`src/rtl/qefa_pkg.sv`:
```
package qefa_pkg;

  localparam int unsigned W = 30;
  localparam logic [W-1:0] PRIME = 30'd1000000007;
  localparam logic [W-1:0] NONRES_RESET = 30'd5;
  // Barrett constant floor(2^60 / p), 31 bits
  localparam logic [63:0] MU_FULL = (64'd1 << 60) / 64'd1000000007;
  localparam logic [30:0] MU = MU_FULL[30:0];
  localparam logic [62:0] FERMAT_EXP = 63'd1000000005;

  localparam logic [1:0] MODE_MUL  = 2'd0;
  localparam logic [1:0] MODE_DIV  = 2'd1;
  localparam logic [1:0] MODE_POW  = 2'd2;
  localparam logic [1:0] MODE_RSVD = 2'd3;

  typedef struct packed {
    logic [1:0]  mode;
    logic [29:0] x_real;
    logic [29:0] x_root;
    logic [29:0] y_real;
    logic [29:0] y_root;
    logic [62:0] exponent;
  } in_t;

  typedef struct packed {
    logic [29:0] r_real;
    logic [29:0] r_root;
  } out_t;

  typedef struct packed {
    logic [29:0] re;
    logic [29:0] rt;
  } elem_t;

  function automatic logic [W-1:0] reduce(input logic [W-1:0] v);
    reduce = (v >= PRIME) ? (v - PRIME) : v;
  endfunction

  function automatic logic [W-1:0] add_mod(input logic [W-1:0] a, input logic [W-1:0] b);
    logic [W:0] s;
    s = {1'b0, a} + {1'b0, b};
    add_mod = (s >= {1'b0, PRIME}) ? W'(s - {1'b0, PRIME}) : s[W-1:0];
  endfunction

  function automatic logic [W-1:0] neg_mod(input logic [W-1:0] a);
    neg_mod = (a == '0) ? '0 : (PRIME - a);
  endfunction

endpackage

```
`src/rtl/qefa_modmul.sv`:
```
module qefa_modmul (
  input  logic        clk,
  input  logic        rst_n,
  input  logic        start,
  input  logic [29:0] a,
  input  logic [29:0] b,
  output logic        done,
  output logic [29:0] res
);

  logic [59:0] prod_r;
  logic [31:0] low_r;
  logic [30:0] q_r;
  logic [31:0] rem_r;
  logic [29:0] res_r;
  logic [3:0]  v_r;
  logic [61:0] qm;
  logic [60:0] qp;
  logic [31:0] rem1;
  logic [31:0] rem2;

  assign qm   = {31'd0, prod_r[59:29]} * {31'd0, qefa_pkg::MU};
  assign qp   = {30'd0, q_r} * {31'd0, qefa_pkg::PRIME};
  assign rem1 = rem_r - {2'd0, qefa_pkg::PRIME};
  assign rem2 = rem_r - {1'b0, qefa_pkg::PRIME, 1'b0};

  always_ff @(posedge clk) begin
    if (!rst_n) begin
      v_r <= '0;
    end else begin
      v_r <= {v_r[2:0], start};
    end
    prod_r <= {30'd0, a} * {30'd0, b};
    q_r    <= qm[61:31];
    low_r  <= prod_r[31:0];
    rem_r  <= low_r - qp[31:0];
    // remainder is below 3p: pick the right candidate
    if (rem_r >= {1'b0, qefa_pkg::PRIME, 1'b0}) begin
      res_r <= rem2[29:0];
    end else if (rem_r >= {2'd0, qefa_pkg::PRIME}) begin
      res_r <= rem1[29:0];
    end else begin
      res_r <= rem_r[29:0];
    end
  end

  assign done = v_r[3];
  assign res  = res_r;

endmodule

```
`src/rtl/qefa_fmul.sv`:
```
module qefa_fmul (
  input  logic                    clk,
  input  logic                    rst_n,
  input  logic                    start,
  input  qefa_pkg::elem_t         a,
  input  qefa_pkg::elem_t         b,
  input  logic [29:0]             n,
  output logic                    done,
  output qefa_pkg::elem_t         r
);

  logic        busy_r;
  logic        issue_r;
  logic        fin_r;
  logic [2:0]  step_r;
  logic [29:0] t0_r, t1_r, t2_r, t3_r;
  logic [29:0] op_a, op_b;
  logic        mm_done;
  logic [29:0] mm_res;

  always_comb begin
    case (step_r)
      3'd0:    begin op_a = a.re; op_b = b.re; end
      3'd1:    begin op_a = a.rt; op_b = b.rt; end
      3'd2:    begin op_a = n;    op_b = t1_r; end
      3'd3:    begin op_a = a.re; op_b = b.rt; end
      default: begin op_a = a.rt; op_b = b.re; end
    endcase
  end

  qefa_modmul u_mm (
    .clk   (clk),
    .rst_n (rst_n),
    .start (issue_r),
    .a     (op_a),
    .b     (op_b),
    .done  (mm_done),
    .res   (mm_res)
  );

  always_ff @(posedge clk) begin
    if (!rst_n) begin
      busy_r  <= 1'b0;
      issue_r <= 1'b0;
      fin_r   <= 1'b0;
      step_r  <= '0;
    end else begin
      issue_r <= 1'b0;
      fin_r   <= 1'b0;
      if (start) begin
        busy_r  <= 1'b1;
        issue_r <= 1'b1;
        step_r  <= '0;
      end else if (busy_r && mm_done) begin
        if (step_r == 3'd4) begin
          busy_r <= 1'b0;
          fin_r  <= 1'b1;
        end else begin
          step_r  <= step_r + 3'd1;
          issue_r <= 1'b1;
        end
      end
    end
    if (busy_r && mm_done) begin
      case (step_r)
        3'd0:    t0_r <= mm_res;
        3'd1:    t1_r <= mm_res;
        3'd2:    t1_r <= mm_res;
        3'd3:    t2_r <= mm_res;
        default: t3_r <= mm_res;
      endcase
    end
  end

  assign done = fin_r;
  assign r.re = qefa_pkg::add_mod(t0_r, t1_r);
  assign r.rt = qefa_pkg::add_mod(t2_r, t3_r);

endmodule

```
`config.mk`:
```
export PLATFORM = sky130hd
export DESIGN_NAME = qefa_fmul
export DESIGN_NICKNAME = d
export VERILOG_FILES = /design/src/rtl/qefa_pkg.sv /design/src/rtl/qefa_modmul.sv /design/src/rtl/qefa_fmul.sv
export SDC_FILE = /design/constraint.sdc
export NUM_CORES = 2
export LEC_CHECK = 0
export ABC_CLOCK_PERIOD_IN_PS = 13800
export BUFFER_PORTS_ARGS = -buffer_cell sky130_fd_sc_hd__buf_2
export CORE_MARGIN = 3
export CORE_UTILIZATION = 45
export DETAILED_ROUTE_END_ITERATION = 8
export SETUP_SLACK_MARGIN = 0.3
export SYNTH_ARGS = -nofsm -noshare
export SYNTH_HDL_FRONTEND = slang
export SYNTH_SLANG_ARGS = --single-unit
export TNS_END_PERCENT = 30
```
`constraint.sdc`:
```
create_clock -name clk -period 13.8 [get_ports clk]
set_input_delay 2.76 -clock clk [delete_from_list [all_inputs] [get_ports clk]]
set_output_delay 2.76 -clock clk [all_outputs]
set_load 0.05 [all_outputs]
```
# [Word level (Yosys, flattened, before mapping)]
# Cells that the tools add are included.
[totals] reg_bits=315 output_inout_bits=61 word_cells=66
[classes] n_addsub=8 multipliers=3 order_cmp=4 n_eq_ne=4 n_mux=13 bitwise_logic=4 reduce_logical=16
[op_table] operator="$mux W30" n=4
[op_table] operator="$pmux W30 S2" n=2
[op_table] operator="$sub A30 B30 Y30 const B" n=4
[op_table] operator="$add A30 B30 Y31" n=2
[op_table] operator="$ge A31 B30 Y1 const B" n=2
[op_table] operator="$mul A30 B30 Y60" n=1
[op_table] operator="$mul A31 B28 Y59 const B" n=1
[op_table] operator="$ge A32 B30 Y1 const B" n=1
[op_table] operator="$ge A32 B31 Y1 const B" n=1
[op_table] operator="$mul A31 B30 Y32 const B" n=1
[op_table] operator="$sub A32 B32 Y32" n=1
[op_table] operator="$reduce_and A2 Y1" n=6
[op_table] operator="$reduce_or A2 Y1" n=4
[op_table] operator="$mux W1" n=7
[op_table] operator="$eq A3 B2 Y1 const B" n=2
[op_table] operator="$not A1 Y1" n=4
[op_table] operator="$reduce_bool A2 Y1" n=2
[op_table] operator="$reduce_or A4 Y1" n=1
[op_table] operator="$add A3 B1 Y3 const B" n=1
[op_table] operator="$eq A3 B1 Y1 const B" n=1
[op_table] operator="$eq A3 B3 Y1 const B" n=1
[op_table] operator="$logic_not A3 Y1" n=1
[op_table] operator="$reduce_or A3 Y1" n=1
[op_table] operator="$logic_and A1 B1 Y1" n=1

# [Depth between registers and ports, before layout]
[depth] word_depth=4 ltp_mapped=38 ltp_nobuf=35

# [Hierarchy]
# Synthesis repeated with hierarchy kept, for this count alone.
[hier_totals] hier_cells=7014 area_unflattened_um2=66786.6
[modules_own_cells] mod="qefa_modmul" instances=1 cells_per_inst=5874 area_each_um2=56225.2
[modules_own_cells] mod="qefa_fmul" instances=1 cells_per_inst=1140 area_each_um2=10561.4

# [Worst setup path after synthesis]
# Ideal clock, no wire load.
[synth_timing] path_kind="in2reg" startpoint="in n[13]" endpoint="reg u_mm.prod_r[57]" t_arrival_ns=10.723 required_time_ns=13.728 setup_slack_ns=3.005 path_stages=28 n_path_buf=1 cell_sequence="and2_1 -> a221oi_1 -> clkbuf_1 -> nor2_1 -> fa_1 -> fa_1 -> fa_1 -> inv_1 -> fa_1 -> inv_1 -> fa_1 -> inv_1 -> fa_1 -> inv_1 -> fa_1 -> inv_1 -> fa_1 -> inv_1 -> ha_1 -> and2_1 -> nand4_1 -> o311ai_0 -> a21oi_1 -> o31ai_1 -> a311oi_1 -> a21bo_2 -> o21ai_0 -> xor2_1"
[synth_via] elab_chain_len=2
[synth_lines] item="start: declaration" line="qefa_fmul.sv:7" source="input logic [29:0] n,"
[synth_lines] item="$pmux W30 S2" line="qefa_fmul.sv:22" source="case (step_r)"
[synth_lines] item="$mul A30 B30 Y60" line="qefa_modmul.sv:33" source="prod_r <= {30'd0, a} * {30'd0, b};"
[synth_lines] item="end signal: assignment" line="qefa_modmul.sv:33"
[synth_lines] item="end: declaration" line="qefa_modmul.sv:11" source="logic [59:0] prod_r;"
# No other way between the ends.
# A chain may end at the register's enable or synchronous reset.

# [Worst setup path after layout]
[layout_timing] startpoint="reg step_r[2]" endpoint="reg u_mm.prod_r[59]"
[layout_via] elab_chain_len=4
[layout_lines] item="start: declaration" line="qefa_fmul.sv:15" source="logic [2:0] step_r;"
[layout_lines] item="start signal: assignment" line="qefa_fmul.sv:59" source="step_r <= step_r + 3'd1;"
[layout_lines] item="$eq A3 B2 Y1, or another cell as far along" line="qefa_fmul.sv:22"
[layout_lines] item="$reduce_or A2 Y1 (no source line)"
[layout_lines] item="$pmux W30 S2" line="qefa_fmul.sv:22"
[layout_lines] item="$mul A30 B30 Y60 (*)" line="qefa_modmul.sv:33"
# Mark *: on every way between the ends. The rest lies on a longest branch, timed or not.

==> results_dict.tcl <==
set metrics [dict create \
    synth_top_area_cell "fa_1" \
    most-common-layout-cells "inv_1, fa_1, ha_1" \
    postCtsResizedCells 0 \
    cts-root-buf "clkbuf_16" \
    vias_per_cell 5.37 \
    cp_slowest_cell "a221o_1" \
    overflow 0 \
    period_minus_slack_ns 11.30 \
    portBuffers 213 \
    hold_viol 0 \
    ant_nets 0 \
    hp-class "reg2reg" \
    gr-usage-all-layers_pct 25.2 \
    max_slew_margin_pct 15.2 \
    synthDistinctLibCells 93 \
    clock.fmax_mhz 88.5 \
    cts_tree "yes" \
    grt_max_degree 63 \
    synthTopCellsByArea "fa_1, ha_1, inv_1, dfxtp_1, edfxtp_1" \
    rsz0062_at_grt "false" \
    ys_ff_latch 315 \
    n_fill_cell 13500 \
    gp_congestion 0.946 \
    antenna_found_initial 2 \
    final_common_cell "inv_1" \
    multi_input_area_sq_um 51200 \
    synthesis.area_sq_um 65200 \
    dieWidth_microns 387 \
    htreeDepth 2 \
    area_growth_pct 7.48 \
    drc 0 \
    synth_edf_count 120 \
    wl_per_cell_microns 20.8 \
    firstDrtPassIters 5 \
    io_pins 214 \
    placed_cell_area_sq_um 68900 \
    drt-initial-drc-count 3082 \
    cts.sinks 315 \
    postCtsSetupBuffers 0 \
    die_area_sq_um 150000 \
    wirelength_microns 186000 \
    avgSynthCellArea_sq_um 9.47 \
    clk-insertion-delay-late_ns 0.61 \
    path_max_fanout 62 \
    setup_viol 0 \
    dp_hpwl_microns 158000 \
    finalSetupTns_ns 0 \
    fin_ws_ns 2.50 \
    regArea_sq_um 7510 \
    slew_violations 0 \
    clkTransAtPathRegs_ns 0.07 \
    clk_path_buf_depth 3 \
    synth_warnings 0 \
    cp.arrival_ns 11.79 \
    start_util_pct 45.4 \
    finalCritPeriodShare_pct 81.9 \
    cts_hold_buf 0 \
    crit_path_end_kind "flip-flop" \
    status "finished, final reports clean" \
    critPathRequiredTime_ns 14.28 \
    ys_seq_area_share_pct 11.5 \
    die_h_microns 387 \
    drive_gt1_share_pct 6.92 \
    max_stage_delay_ns 0.84 \
    design.core.area_sq_um 144000 \
    cts_made_buffers 37 \
    synthArstFlopShare_pct 0 \
    vias 48000 \
    drv_cap 0 \
    worst_slew_pin_slew_ns 1.27 \
    synthFlopType "dfxtp_1" \
    fin_area_sq_um 70100 \
    rows 139 \
    syn_inst 6891 \
    synthesis.nets 9158 \
    worstSetupPathType "reg2reg" \
    pre_cts_ws_ns 2.27 \
    clock_skew_ns 0.0373 \
    start_kind "flip-flop" \
    crit_path_frequent_cell "fa_1" \
    grt_pass1_wl_microns 293000 \
    first_global_vias 50200 \
    nNetsFinal 9273 \
    synth_top_cell_area_share_pct 38.8 \
]
==> registers in the layout, indices dropped and copies added (netlist names), 31 cells and up <==
register / count
u_mm.rem_r: 32
u_mm.low_r: 32
u_mm.prod_r: 60
u_mm.q_r: 31
==> per-stage QoR <==
step / util (%) / hold WS (ns) / instances
final: 48.8 / 0.320 / 8940
after global routing: 48.7 / 0.330 / 8938
after CTS: 48.7 / 0.323 / 8938
after detailed placement: 47.9 / 0.312 / 8870
after global placement: 47.9 / 0.312 / 8870
after floorplan: - / 0.310 / 6891
==> worst max-delay path: cells and delay by family, from the launching register on <==
family	cells	cell delay [ns]
XOR/XNOR	1	0.11
AND/OR/NAND/NOR	5	1.54
buffers and inverters	9	1.41
AO/OA/AOI/OAI	8	2.78
flip-flops	1	0.49
adder cells (fa/ha/maj)	10	4.79
==> layout make-up <==
class                           count  share of cell area [%]
Antenna cell                        2                 0.00714
Clock buffer                       45                    1.36
Clock inverter                     23                   0.377
Inverter                         1612                    8.63
Multi-Input combinational cell   4734                    73.0
Sequential cell                   315                    10.7
Tap cell                         1903                    3.40
Timing Repair Buffer              306                    2.52
==> synth_stat cells, types with 6 or more instances <==
cell type and number:
nand4_1 27, inv_1 1612, and3_1 19, a31o_2 6, clkbuf_1 216, dfxtp_1 195
o2111ai_1 8, a221oi_1 68, o31ai_1 12, nand2b_1 30, a221o_1 56, and2_1 82
buf_2 8, nor2b_1 20, nor3_1 40, nand3_1 47, ha_1 851, fa_1 1263
a211oi_1 28, nor2_1 668, xnor2_1 178, and4_1 6, a41oi_1 7, o211ai_1 17
a21oi_1 204, o21ai_0 104, edfxtp_1 120, or3_1 10, a22oi_1 6, a31oi_1 27
nand2_1 507, o21ai_1 12, a21o_1 96, nor4_1 11, xor2_1 97, o21a_1 29
a211o_1 15, o21bai_1 36, or2_2 22
==> final timing paths <==
path	startpoint	to	slack, ns	cells past startpoint
hold reg to reg	u_mm.prod_r[27]	u_mm.low_r[27]	0.32	0
setup reg to reg	step_r[2]	u_mm.prod_r[59]	2.50	33
setup / recovery	step_r[2]	u_mm.prod_r[59]	2.50	33
hold / removal	u_mm.prod_r[27]	u_mm.low_r[27]	0.32	0
==> metal layers <==
metal  track usage [%]  vias to the layer above  part of all wire (%)
met1              33.2                    24300                    41
met2              42.0                     1628                    48
met3              4.01                      309                   7.0
li1                  -                    21700                     -
met5                 0                        -                     0
met4              9.14                        0                   4.3
==> cells by family (layout without fill, tap and decap cells) <==
logic type	count (synthesis)	in the layout	share of synthesized area (%)
XOR/XNOR	275	275	3.69
AND/OR/NAND/NOR	1514	1514	9.97
flip-flops	315	315	11.5
AO/OA/AOI/OAI	822	822	8.98
adder cells (fa/ha/maj)	2115	2115	55.1
multiplexers	8	8	0.130
buffers and inverters	1842	1986	10.6
other	0	2	0
Power is not shown: default switching activity piles up to over one toggle a cycle in this logic, so the estimate is an artifact.
